--- src/abhw_pkg.sv ---
// shared types and constants of the archive block header walker
package abhw_pkg;

  localparam int CNT_W = 34;

  localparam int FQ_DEPTH = 2;
  localparam int FQ_PTR_W = $clog2(FQ_DEPTH);
  localparam int FQ_CNT_W = $clog2(FQ_DEPTH + 1);

  localparam int OQ_DEPTH = 4;
  localparam int OQ_PTR_W = $clog2(OQ_DEPTH);
  localparam int OQ_CNT_W = $clog2(OQ_DEPTH + 1);

  localparam logic [7:0]       FILE_BLOCK_TYPE = 8'h74;
  localparam logic [CNT_W-1:0] MARKER_LEN      = CNT_W'(7);
  localparam logic [CNT_W-1:0] HEADER_LEN      = CNT_W'(7);
  localparam logic [CNT_W-1:0] FILE_HEAD_LEN   = CNT_W'(25);
  localparam logic [CNT_W-1:0] FIXED_LEN       = CNT_W'(32);

  // byte positions inside the block header and the file head
  localparam logic [CNT_W-1:0] HDR_TYPE_POS    = CNT_W'(2);
  localparam logic [CNT_W-1:0] HDR_SIZE_LO_POS = CNT_W'(5);
  localparam logic [CNT_W-1:0] HDR_SIZE_HI_POS = CNT_W'(6);
  localparam logic [CNT_W-1:0] FH_PACKED_END   = CNT_W'(4);
  localparam logic [CNT_W-1:0] FH_NAME_LO_POS  = CNT_W'(19);
  localparam logic [CNT_W-1:0] FH_NAME_HI_POS  = CNT_W'(20);

  localparam logic KIND_NAME  = 1'b0;
  localparam logic KIND_COUNT = 1'b1;

  typedef enum logic [2:0] {
    PH_MARKER,
    PH_HEADER,
    PH_FILEHEAD,
    PH_NAME,
    PH_SKIP
  } phase_e;

  typedef struct packed {
    logic [7:0] data_byte;
    logic       stream_end;
  } item_t;

  typedef struct packed {
    logic        kind;
    logic [7:0]  name_char;
    logic [15:0] file_number;
    logic        name_end;
    logic [15:0] files_seen;
  } result_t;

  // results produced for one byte, packed from slot 0
  typedef struct packed {
    logic [1:0] num;
    result_t    r0;
    result_t    r1;
  } wr_req_t;

endpackage

--- src/abhw_front.sv ---
// input byte queue in front of the header parser
module abhw_front import abhw_pkg::*; (
  input  logic  clk_i,
  input  logic  rst_ni,
  input  logic  push,
  output logic  full,
  input  item_t item_i,
  output logic  item_valid_o,
  input  logic  item_ready_i,
  output item_t item_o
);

  item_t                mem_q [FQ_DEPTH];
  logic [FQ_PTR_W-1:0]  wr_ptr_q, wr_ptr_d;
  logic [FQ_PTR_W-1:0]  rd_ptr_q, rd_ptr_d;
  logic [FQ_CNT_W-1:0]  cnt_q, cnt_d;
  logic                 do_wr, do_rd;

  assign full         = (cnt_q == FQ_CNT_W'(FQ_DEPTH));
  assign item_valid_o = (cnt_q != '0);
  assign item_o       = mem_q[rd_ptr_q];
  assign do_wr        = push && !full;
  assign do_rd        = item_valid_o && item_ready_i;

  always_comb begin
    wr_ptr_d = do_wr ? wr_ptr_q + FQ_PTR_W'(1) : wr_ptr_q;
    rd_ptr_d = do_rd ? rd_ptr_q + FQ_PTR_W'(1) : rd_ptr_q;
    cnt_d    = cnt_q + FQ_CNT_W'(do_wr) - FQ_CNT_W'(do_rd);
  end

  always_ff @(posedge clk_i or negedge rst_ni) begin
    if (!rst_ni) begin
      wr_ptr_q <= '0;
      rd_ptr_q <= '0;
      cnt_q    <= '0;
    end else begin
      wr_ptr_q <= wr_ptr_d;
      rd_ptr_q <= rd_ptr_d;
      cnt_q    <= cnt_d;
    end
  end

  always_ff @(posedge clk_i) begin
    if (do_wr) begin
      mem_q[wr_ptr_q] <= item_i;
    end
  end

endmodule

--- src/abhw_parse.sv ---
// block header walker state machine, one byte per cycle while the result queue has room
module abhw_parse import abhw_pkg::*; (
  input  logic    clk_i,
  input  logic    rst_ni,
  input  logic    item_valid_i,
  output logic    item_ready_o,
  input  item_t   item_i,
  input  logic    oq_ready_i,
  output wr_req_t wr_o
);

  phase_e           phase_q, phase_d;
  logic [CNT_W-1:0] cnt_q, cnt_d;
  logic [7:0]       block_type_q, block_type_d;
  logic [15:0]      block_size_q, block_size_d;
  logic [31:0]      packed_q, packed_d;
  logic [15:0]      name_len_q, name_len_d;
  logic [15:0]      file_total_q, file_total_d;
  logic [CNT_W-1:0] blk_end_q, blk_end_d;

  logic             take;
  logic [CNT_W-1:0] cnt_inc;
  logic [CNT_W-1:0] cnt_dec;
  logic             end_of_name;
  logic             leave_en;
  logic [CNT_W-1:0] leave_end;
  logic [CNT_W-1:0] leave_cons;
  logic [CNT_W:0]   leave_diff;
  logic [CNT_W-1:0] leave_rem;
  logic             name_emit;
  logic [15:0]      total_upd;
  result_t          name_res, count_res;

  assign item_ready_o = oq_ready_i;
  assign take         = item_valid_i && oq_ready_i;
  assign cnt_inc      = cnt_q + CNT_W'(1);
  assign cnt_dec      = (cnt_q != '0) ? cnt_q - CNT_W'(1) : cnt_q;
  assign end_of_name  = (cnt_inc >= CNT_W'(name_len_q));

  // remaining bytes of the block, zero when already overrun
  assign leave_diff = {1'b0, leave_end} - {1'b0, leave_cons};
  assign leave_rem  = (leave_diff[CNT_W] || leave_diff == '0) ? '0 : leave_diff[CNT_W-1:0];

  always_comb begin
    phase_d      = phase_q;
    cnt_d        = cnt_q;
    block_type_d = block_type_q;
    block_size_d = block_size_q;
    packed_d     = packed_q;
    name_len_d   = name_len_q;
    file_total_d = file_total_q;
    blk_end_d    = blk_end_q;
    leave_en     = 1'b0;
    leave_end    = '0;
    leave_cons   = '0;
    name_emit    = 1'b0;
    total_upd    = file_total_q;

    if (take) begin
      case (phase_q)
        PH_MARKER: begin
          if (cnt_inc >= MARKER_LEN) begin
            phase_d = PH_HEADER;
            cnt_d   = '0;
          end else begin
            cnt_d = cnt_inc;
          end
        end
        PH_HEADER: begin
          if (cnt_q == HDR_TYPE_POS) begin
            block_type_d = item_i.data_byte;
          end else if (cnt_q == HDR_SIZE_LO_POS) begin
            block_size_d[7:0] = item_i.data_byte;
          end else if (cnt_q == HDR_SIZE_HI_POS) begin
            block_size_d[15:8] = item_i.data_byte;
          end
          cnt_d = cnt_inc;
          if (cnt_inc >= HEADER_LEN) begin
            packed_d   = '0;
            name_len_d = '0;
            if (block_type_d == FILE_BLOCK_TYPE) begin
              if (file_total_q != 16'hFFFF) begin
                file_total_d = file_total_q + 16'd1;
              end
              phase_d = PH_FILEHEAD;
              cnt_d   = '0;
            end else begin
              leave_en   = 1'b1;
              leave_end  = CNT_W'(block_size_d);
              leave_cons = HEADER_LEN;
            end
          end
        end
        PH_FILEHEAD: begin
          blk_end_d = CNT_W'(block_size_q) + CNT_W'(packed_q);
          if (cnt_q < FH_PACKED_END) begin
            case (cnt_q[1:0])
              2'd0:    packed_d[7:0]   = item_i.data_byte;
              2'd1:    packed_d[15:8]  = item_i.data_byte;
              2'd2:    packed_d[23:16] = item_i.data_byte;
              default: packed_d[31:24] = item_i.data_byte;
            endcase
          end else if (cnt_q == FH_NAME_LO_POS) begin
            name_len_d[7:0] = item_i.data_byte;
          end else if (cnt_q == FH_NAME_HI_POS) begin
            name_len_d[15:8] = item_i.data_byte;
          end
          cnt_d = cnt_inc;
          if (cnt_inc >= FILE_HEAD_LEN) begin
            if (name_len_d == '0) begin
              leave_en   = 1'b1;
              leave_end  = blk_end_q;
              leave_cons = FIXED_LEN;
            end else begin
              phase_d = PH_NAME;
              cnt_d   = '0;
            end
          end
        end
        PH_NAME: begin
          name_emit = 1'b1;
          cnt_d     = cnt_inc;
          if (end_of_name) begin
            leave_en   = 1'b1;
            leave_end  = blk_end_q;
            leave_cons = FIXED_LEN + CNT_W'(name_len_q);
          end
        end
        PH_SKIP: begin
          cnt_d = cnt_dec;
          if (cnt_dec == '0) begin
            phase_d = PH_HEADER;
          end
        end
        default: begin
          phase_d = PH_HEADER;
          cnt_d   = '0;
        end
      endcase

      if (leave_en) begin
        phase_d = (leave_rem == '0) ? PH_HEADER : PH_SKIP;
        cnt_d   = leave_rem;
      end

      // count as it stands after this byte, before any restart
      total_upd = file_total_d;

      // final byte: back to the reset state for the next archive
      if (item_i.stream_end) begin
        phase_d      = PH_MARKER;
        cnt_d        = '0;
        block_type_d = '0;
        block_size_d = '0;
        packed_d     = '0;
        name_len_d   = '0;
        file_total_d = '0;
      end
    end
  end

  always_comb begin
    name_res.kind        = KIND_NAME;
    name_res.name_char   = item_i.data_byte;
    name_res.file_number = file_total_q;
    name_res.name_end    = end_of_name;
    name_res.files_seen  = file_total_q;

    count_res.kind        = KIND_COUNT;
    count_res.name_char   = '0;
    count_res.file_number = '0;
    count_res.name_end    = 1'b0;
    count_res.files_seen  = total_upd;

    wr_o.num = 2'd0;
    wr_o.r0  = name_res;
    wr_o.r1  = count_res;
    if (take) begin
      if (name_emit) begin
        wr_o.num = item_i.stream_end ? 2'd2 : 2'd1;
      end else if (item_i.stream_end) begin
        wr_o.num = 2'd1;
        wr_o.r0  = count_res;
      end
    end
  end

  always_ff @(posedge clk_i or negedge rst_ni) begin
    if (!rst_ni) begin
      phase_q      <= PH_MARKER;
      cnt_q        <= '0;
      block_type_q <= '0;
      block_size_q <= '0;
      packed_q     <= '0;
      name_len_q   <= '0;
      file_total_q <= '0;
      blk_end_q    <= '0;
    end else begin
      phase_q      <= phase_d;
      cnt_q        <= cnt_d;
      block_type_q <= block_type_d;
      block_size_q <= block_size_d;
      packed_q     <= packed_d;
      name_len_q   <= name_len_d;
      file_total_q <= file_total_d;
      blk_end_q    <= blk_end_d;
    end
  end

`ifndef SYNTHESIS
  a_last_resets: assert property (@(posedge clk_i) disable iff (!rst_ni)
    (take && item_i.stream_end) |=> (phase_q == PH_MARKER && cnt_q == '0 && file_total_q == '0))
    else $error("walker not back in marker phase after final byte");

  a_skip_nonzero: assert property (@(posedge clk_i) disable iff (!rst_ni)
    (phase_q == PH_SKIP) |-> (cnt_q != '0))
    else $error("skip phase with nothing left to skip");

  a_name_has_file: assert property (@(posedge clk_i) disable iff (!rst_ni)
    (wr_o.num != 2'd0 && wr_o.r0.kind == KIND_NAME) |-> (wr_o.r0.file_number != '0))
    else $error("name byte emitted before any file block");
`endif

endmodule

--- src/abhw_outq.sv ---
// result queue taking up to two results per cycle
module abhw_outq import abhw_pkg::*; (
  input  logic    clk_i,
  input  logic    rst_ni,
  input  wr_req_t wr_i,
  output logic    ready_o,
  output logic    empty,
  input  logic    pop,
  output result_t head_o
);

  result_t             mem_q [OQ_DEPTH];
  logic [OQ_PTR_W-1:0] wr_ptr_q, wr_ptr_d;
  logic [OQ_PTR_W-1:0] rd_ptr_q, rd_ptr_d;
  logic [OQ_CNT_W-1:0] cnt_q, cnt_d;
  logic                do_rd;

  assign empty   = (cnt_q == '0);
  assign head_o  = mem_q[rd_ptr_q];
  assign do_rd   = pop && !empty;
  // room for the worst case of two results from one byte
  assign ready_o = (cnt_q <= OQ_CNT_W'(OQ_DEPTH - 2));

  always_comb begin
    wr_ptr_d = wr_ptr_q + OQ_PTR_W'(wr_i.num);
    rd_ptr_d = do_rd ? rd_ptr_q + OQ_PTR_W'(1) : rd_ptr_q;
    cnt_d    = cnt_q + OQ_CNT_W'(wr_i.num) - OQ_CNT_W'(do_rd);
  end

  always_ff @(posedge clk_i or negedge rst_ni) begin
    if (!rst_ni) begin
      wr_ptr_q <= '0;
      rd_ptr_q <= '0;
      cnt_q    <= '0;
    end else begin
      wr_ptr_q <= wr_ptr_d;
      rd_ptr_q <= rd_ptr_d;
      cnt_q    <= cnt_d;
    end
  end

  always_ff @(posedge clk_i) begin
    if (wr_i.num != 2'd0) begin
      mem_q[wr_ptr_q] <= wr_i.r0;
    end
    if (wr_i.num == 2'd2) begin
      mem_q[wr_ptr_q + OQ_PTR_W'(1)] <= wr_i.r1;
    end
  end

`ifndef SYNTHESIS
  a_no_overflow: assert property (@(posedge clk_i) disable iff (!rst_ni)
    (wr_i.num != 2'd0) |-> ((OQ_CNT_W + 1)'(cnt_q) + (OQ_CNT_W + 1)'(wr_i.num)
                            <= (OQ_CNT_W + 1)'(OQ_DEPTH)))
    else $error("result queue written past its depth");

  a_count_bound: assert property (@(posedge clk_i) disable iff (!rst_ni)
    cnt_q <= OQ_CNT_W'(OQ_DEPTH))
    else $error("result queue count out of range");
`endif

endmodule

--- src/archive_block_header_walker.sv ---
// top level of the archive block header walker
//
// Input channel: one archive byte per transaction on data_byte_i, with
// stream_end_i high on the final byte. A transaction happens at a clock
// edge with push high and full low.
// Result channel: while empty is low the oldest result is on kind_o,
// name_char_o, file_number_o, name_end_o and files_seen_o; it leaves at an
// edge with pop high. kind_o low marks a file name byte, high the file
// count report that follows the final byte.
// Throughput: one byte per cycle while the result queue has room, set by the single-byte parser state
// machine; a final byte that is a name byte yields two results at once.
// The results of a byte pass the input queue register first; the parser
// then writes them into the result queue, whose head drives the result
// ports.
// Reset clears both queues and puts the parser in the marker phase; the
// parser returns to the marker phase on its own after the final byte of an archive.
// When the receiver stops popping, the result queue fills, the parser
// holds and the two-entry input queue raises full.
module archive_block_header_walker import abhw_pkg::*; (
  input  logic        clk_i,
  input  logic        rst_ni,
  input  logic        push,
  output logic        full,
  input  logic [7:0]  data_byte_i,
  input  logic        stream_end_i,
  output logic        empty,
  input  logic        pop,
  output logic        kind_o,
  output logic [7:0]  name_char_o,
  output logic [15:0] file_number_o,
  output logic        name_end_o,
  output logic [15:0] files_seen_o
);

  item_t   in_item, fq_item;
  logic    fq_valid, fq_ready;
  logic    oq_ready;
  wr_req_t wr_req;
  result_t head;

  assign in_item.data_byte  = data_byte_i;
  assign in_item.stream_end = stream_end_i;

  abhw_front u_front (
    .clk_i        (clk_i),
    .rst_ni       (rst_ni),
    .push         (push),
    .full         (full),
    .item_i       (in_item),
    .item_valid_o (fq_valid),
    .item_ready_i (fq_ready),
    .item_o       (fq_item)
  );

  abhw_parse u_parse (
    .clk_i        (clk_i),
    .rst_ni       (rst_ni),
    .item_valid_i (fq_valid),
    .item_ready_o (fq_ready),
    .item_i       (fq_item),
    .oq_ready_i   (oq_ready),
    .wr_o         (wr_req)
  );

  abhw_outq u_outq (
    .clk_i   (clk_i),
    .rst_ni  (rst_ni),
    .wr_i    (wr_req),
    .ready_o (oq_ready),
    .empty   (empty),
    .pop     (pop),
    .head_o  (head)
  );

  assign kind_o        = head.kind;
  assign name_char_o   = head.name_char;
  assign file_number_o = head.file_number;
  assign name_end_o    = head.name_end;
  assign files_seen_o  = head.files_seen;

endmodule

--- config.mk ---
export PLATFORM = sky130hd
export DESIGN_NAME = archive_block_header_walker
export DESIGN_NICKNAME = d
export VERILOG_FILES = /design/src/abhw_pkg.sv /design/src/abhw_front.sv /design/src/abhw_parse.sv /design/src/abhw_outq.sv /design/src/archive_block_header_walker.sv
export SDC_FILE = /design/constraint.sdc
export NUM_CORES = 1
export LEC_CHECK = 0
export BUFFER_PORTS_ARGS = -buffer_cell sky130_fd_sc_hd__buf_2
export CORE_MARGIN = 1
export CORE_UTILIZATION = 40
export DETAILED_ROUTE_END_ITERATION = 10
export REMOVE_ABC_BUFFERS = 1
export SLEW_MARGIN = 20
export SYNTH_ARGS = -nofsm -noshare
export SYNTH_HDL_FRONTEND = slang
export SYNTH_SLANG_ARGS = --single-unit
--- constraint.sdc ---
create_clock -name clk_i -period 11.6 [get_ports clk_i]
set_input_delay 2.32 -clock clk_i [delete_from_list [all_inputs] [get_ports clk_i]]
set_output_delay 2.32 -clock clk_i [all_outputs]
set_load 0.02 [all_outputs]
Yosys cells after proc, flatten, opt, wreduce, memory -nomap -nowiden
Memories as Yosys holds them, arrays and structs flattened.
Cells that the tools add are included.
{"block": "word_totals", "input_bits": 13, "reg_bits": 170, "ram_bits": 186, "word_cells": 182, "mem_count": 2, "out_inout_bits": 44}
{"block": "classes", "addsub": 15, "mux": 88, "reduce_logical": 27, "order_cmp": 5, "eq_ne": 28}
{"memory": "u_outq.mem_q", "depth": 4, "word_bits": 42, "rd": 1, "rd_clocked_by_memory_dff": 0, "wr": 2, "line_no": "abhw_outq.sv:12", "text": "result_t mem_q [OQ_DEPTH];"}
{"memory": "u_front.mem_q", "depth": 2, "word_bits": 9, "rd": 1, "rd_clocked_by_memory_dff": 0, "wr": 1, "line_no": "abhw_front.sv:13", "text": "item_t mem_q [FQ_DEPTH];"}
{"op": "$mux 34", "count": 18}
{"op": "$mux 16", "count": 15}
{"op": "$pmux 34 s3", "count": 2}
{"op": "$pmux 34 s5", "count": 1}
{"op": "$mux 8", "count": 15}
{"op": "$mux 32", "count": 3}
{"op": "$eq 34x3->1 const B", "count": 2}
{"op": "$eq 34x5->1 const B", "count": 2}
{"op": "$logic_not 34->1", "count": 2}
{"op": "$pmux 32 s2", "count": 1}
{"op": "$mux 44", "count": 1}
{"op": "$mux 43", "count": 1}
{"op": "$mux 42", "count": 1}
{"op": "$logic_not 35->1", "count": 1}
{"op": "$sub 34x34->35", "count": 1}
{"op": "$add 34x1->34 const B", "count": 1}
{"op": "$eq 34x2->1 const B", "count": 1}
{"op": "$ge 34x16->1", "count": 1}
{"op": "$ge 34x3->1 const B", "count": 1}
{"op": "$ge 34x5->1 const B", "count": 1}
{"op": "$lt 34x3->1 const B", "count": 1}
{"op": "$reduce_bool 34->1", "count": 1}
{"op": "$sub 34x1->34 const B", "count": 1}
{"op": "$add 16x32->33", "count": 1}
{"op": "other kinds (41)", "count": 88}

Depth between registers and ports, before layout
{"block": "depth", "depth_word": 19, "mapped_depth": 35, "mapped_depth_nobuf": 30}

Hierarchy
Synthesis repeated with hierarchy kept, for this count alone.
{"block": "hier_totals", "hier_cells": 2150, "hier_area_um2": 22577.9}
{"module": "abhw_parse", "seq_area_each_um2": 3953.8, "area_per_inst_um2": 13122.6, "n_inst": 1, "cells_per_inst": 1651}
{"module": "abhw_outq", "seq_area_each_um2": 5220.0, "area_per_inst_um2": 8603.3, "n_inst": 1, "cells_per_inst": 453}
{"module": "abhw_front", "seq_area_each_um2": 640.6, "area_per_inst_um2": 852.1, "n_inst": 1, "cells_per_inst": 46}

Least setup slack after synthesis
No wires, ideal clock.
{"block": "synth_timing", "kind": "flip-flop to flip-flop", "start": "register u_parse.cnt_q[1]", "end": "register u_parse.phase_q[2]", "stages_incl_launch_ff": 32, "setup_time_ns": 0.121, "t_arrival_ns": 7.205, "period_less_slack_ns": 7.326, "required_time_ns": 11.479, "slack_ns": 4.274, "path_buffers": 5, "path_cell_list": "dfrtp_1 -> ha_1 -> clkbuf_1 -> nand4_1 -> nor3_1 -> and2_1 -> nand3_1 -> a221o_1 -> nor4_4 -> a21oi_1 -> a21o_2 -> buf_4 -> clkbuf_1 -> clkbuf_1 -> a22oi_1 -> ha_1 -> inv_1 -> fa_1 -> a21oi_1 -> o211ai_1 -> a221oi_1 -> o22ai_1 -> o21a_1 -> nor2_1 -> xnor2_1 -> or4_1 -> a211oi_1 -> o2111ai_1 -> nor4bb_1 -> a21oi_1 -> buf_6 -> a22o_1"}
{"block": "synth_via", "elab_chain_cells": 19, "word_cells_on_any_way": 66, "cone_classes": "add/sub: 3; order compare: 4; eq/ne: 13; mux: 39; reduce/logical: 7"}
{"item": "from (decl)", "line_no": "abhw_parse.sv:13", "text": "logic [CNT_W-1:0] cnt_q, cnt_d;"}
{"item": "from (signal assigned)", "line_no": "abhw_parse.sv:200", "text": "cnt_q <= cnt_d;"}
{"item": "parallel branches: the longest is 19 deep, another holds $sub 34x34->35"}
{"item": "to (signal assigned)", "line_no": "abhw_parse.sv:199", "text": "phase_q <= phase_d;"}
{"item": "to (decl)", "line_no": "abhw_parse.sv:12", "text": "phase_e phase_q, phase_d;"}
Several ways; the timed one is not identified. The select of a mux whose other input is x is not followed.
A chain may end at the register's enable or synchronous reset.

Worst setup path after layout
{"block": "layout_timing", "start": "register u_parse.cnt_q[9]", "end": "register u_parse.cnt_q[9]"}
{"block": "layout_via", "elab_chain_cells": 17, "word_cells_on_any_way": 61, "cone_classes": "add/sub: 3; order compare: 4; eq/ne: 6; mux: 44; reduce/logical: 4"}
{"item": "parallel branches: the longest is 15 deep, another holds $sub 34x34->35"}
{"item": "$mux 34 (*)", "line_no": "abhw_parse.sv:141", "text": "if (leave_en) begin"}
{"item": "$mux 34 (*)", "line_no": "abhw_parse.sv:150", "text": "if (item_i.stream_end) begin"}
Every way passes the cells marked *. The select of a mux whose other input is x is not followed.

==> out/summary.txt <==
Final WL: 67,300 um
Root buffer cell: clkbuf_16
PwrDens: 324 nW/um2
Slew Viols, Final: 0
HPWL Detailed: 46,300 um
First-pass GRT wire length: 105,000 um
Max Fanout on Critical Path: 40
Clock power frac: 18.2%
Sequential share of the synthesized area: 41.9%
Leakage power: 9.38 nW
Sw frac: 49.4%
CTS buffer count: 42
Adder-Cell Fraction of Synth Area: 4.11%
CTS clk-pin slew, worst paths: 0.07 ns
Resized Gates After CTS: 0
Ys async rst share: 47.6%
Die Height: 231 um
EDFF count, synth: 82
Post-synth top area share: 20.2%
Part of the power in combinational logic: 57.1%
Total Power: 7.52 mW
Placer Congestion: 1.01
Met2 usage: 39.9%
Residual DRC: 0
Largest family of logic cells by synthesized area: compound AO/OA/AOI/OAI gates
Fmax: 0.109 GHz
Worst setup path class: reg -> reg
Worst EP arrival: 9.64 ns
Fin util: 45.1%
CP Capture Type: register
Synth Register Bits: 355
Max Clock Skew: 0.0351 ns
Synthesized area per cell: 9.23 um2
Initial antenna violation count: 0
MaxCap Viol Count: 0
Pin count of the biggest net entering global routing: 80
Clk buf depth: 3
Number of global-route vias before repair: 17.3k
Most common cell in the netlist: nand2_1
Worst skew pair latency: 0.59 ns
Period Utilization, post-route: 79.0%
Hold Path Class: reg -> reg
Setup Fix Bufs, Post-CTS: 0
DRT antenna net count: 0
Htree depth: 2
Setup TNS: 0 ns
Port Buf Inserts: 56
CP startpoint kind: register
Worst slew pin tran: 1.18 ns
WP data required: 12.07 ns
Via Count: 18.1k
Area delta synth->final: 10.9%
Row cnt: 83
M1 GR Usage: 35.7%
Filler Cell Count: 5,019
Nets: 2,326
Post-Syn Instances: 2,267
CTS Sinks: 355
Cell-internal power: 3.81 mW
Setup-failing EPs final: 0
Synth area leaders: dfrtp_1, edfxtp_1, dfxtp_1
1st-iter DRT viols: 1,618
Antenna cells: 0
Peak supply drop: 0.208 mV
Worst slew margin: 21.6%
Global-route usage over all layers: 25.3%
Post-Synth Simple-Gate Area: 17.6%
First drt pass iteration count: 6
WL per Instance: 22.7 um
RSZ-0062 raised after global routing: false
Post-Synth XOR/XNOR Area: 4.52%
Synth Area in Compound Gates: 20.0%
Ys Warns: 0
Share of layout cells above drive strength 1: 12.8%
Grt total ovfl: 0
Core Box Area: 51,500 um2
Post-cts hold buffer count: 0
DR vias/cell: 6.11
Post-synthesis cell area: 20,900 um2
Boundary pin count: 57
Die X: 231 um
Count of cell types in the netlist: 84
Sw power: 3.71 mW
GR Layer Usage met3: 3.51%
Mux cell area share after synthesis: 7.47%
Synth cell count leaders: nand2_1, o21ai_0, dfrtp_1
Cell type with the largest total area after synthesis: dfrtp_1
Hold Fails Final Rpt: 0
Die area: 53,200 um2
Gr busiest metal: met2
Status: finished clean
Final Critical Period: 9.17 ns
CTS tree: done
Initial core utilization: 40.6%
Top FF cell, synth: dfrtp_1
Sequential power share: 24.7%
## per-layer routing
metal,vias up,share of wire [%]
li1,8327,-
met1,8887,44
met2,732,46
met3,130,6.8
met4,0,3.0
met5,-,0
## final timing paths
| path | cells after the start | end | start | slack (ns) |
|---|---|---|---|---|
| worst max-delay path | 25 | u_parse.cnt_q[9] | u_parse.cnt_q[9] | 2.43 |
| worst min-delay path | 2 | u_outq.mem_q[0][30] | u_outq.mem_q[0][30] | 0.45 |
| worst max register to register | 25 | u_parse.cnt_q[9] | u_parse.cnt_q[9] | 2.43 |
| worst min register to register | 2 | u_outq.mem_q[0][30] | u_outq.mem_q[0][30] | 0.45 |
| max in group asynchronous | 2 | u_parse.file_total_q[11] | rst_ni | 8.65 |
| min in group asynchronous | 1 | u_parse.blk_end_q[31] | rst_ni | 1.69 |
## flip-flops by register name, summed over array words and instances, names as in the netlist
signal,count
u_outq.wr_ptr_q,2
u_outq.rd_ptr_q,2
u_front.cnt_q,2
u_parse.cnt_q,34
u_front.mem_q,18
u_outq.cnt_q,3
u_parse.phase_q,3
u_front.wr_ptr_q,1
u_parse.name_len_q,16
u_parse.block_size_q,16
u_parse.file_total_q,16
u_parse.block_type_q,8
u_parse.packed_q,32
u_parse.blk_end_q,33
u_front.rd_ptr_q,1
u_outq.mem_q,168
## cell usage in the layout, fill, tap and decap left out, types with 20 or more instances in the layout
master     synthesis  layout
ha_1              64      64
dfrtp_1          169     167
nor2_1           164     158
mux2i_1           20      20
o21ai_0          240     240
xnor2_1           68      68
nand2b_1          25      25
mux2_2            37      37
buf_4              1      39
clkbuf_16          0      44
dfxtp_1          104     104
inv_1             74      74
a21oi_1           91      90
a22o_1            57      57
mux4_2            42      42
o22ai_1           30      30
nand4_1           35      35
edfxtp_1          82      82
and3_1            31      31
or3_1             20      20
a31oi_1           22      22
xor2_1            40      40
nor3_1            53      51
buf_2              5      55
nor4_1            24      24
nand2_1          273     272
nand3_1           58      58
a32o_1            60      60
## layout make-up
cell class	count	area [um2]	share of cell area, %
Multi-Input combinational cell	1677	11300	48.6
Sequential cell	355	8780	37.8
Clock buffer	61	1280	5.50
Tap cell	680	851	3.66
Timing Repair Buffer	96	587	2.53
Inverter	74	278	1.20
Clock inverter	17	165	0.711
## logic make-up after synthesis
| logic type | Yosys count |
|---|---|
| XOR/XNOR | 108 |
| AO/OA/AOI/OAI | 638 |
| multiplexers | 99 |
| AND/OR/NAND/NOR | 765 |
| buffers and inverters | 235 |
| flip-flops | 355 |
| adder cells (fa/ha/maj) | 67 |
## worst max-delay path: stages, from the launching register on
cell and delay (ns):
dfrtp_1 0.60, nor4_1 0.70, nand4b_1 0.39, nor4b_1 0.81, a21oi_1 0.16, nor4_4 0.75
nand2_2 0.10, a21oi_2 0.18, a21o_2 0.63, a22oi_1 0.24, ha_1 0.26, inv_1 0.07
fa_1 0.20, a21oi_1 0.11, o211ai_1 0.37, a221oi_1 0.22, o22ai_1 0.38, o41a_1 0.49
or3_1 0.24, nand4_1 0.08, or4b_2 0.63, a211oi_1 0.25, o2111ai_1 0.14, nor4bb_1 0.37
a21oi_2 0.27, a221o_1 0.36
## through the flow
step / hold WS (ns) / setup WS, ns / instance area (um2) / std cells
floorplan: 0.420 / 4.38 / 20300 / 2106
CTS: 0.458 / 2.59 / 23200 / 2957
detailed placement: 0.444 / 2.63 / 21800 / 2879
global placement: 0.432 / 2.76 / 21700 / 2879
finish: 0.451 / 2.43 / 23200 / 2960
global route: 0.473 / 1.85 / 23200 / 2960
## power by group through the flow
| stage | registers, mW | logic, mW | clock network, mW |
|---|---|---|---|
| after global routing | 1.89 | 4.60 | 1.44 |
| after floorplan | 1.82 | 2.75 | 0 |
| after detailed placement | 1.87 | 4.18 | 0 |
| after global placement | 1.85 | 4.22 | 0 |
| final | 1.85 | 4.30 | 1.37 |
| after CTS | 1.84 | 4.21 | 1.39 |
(Power assumes the default switching activity.)
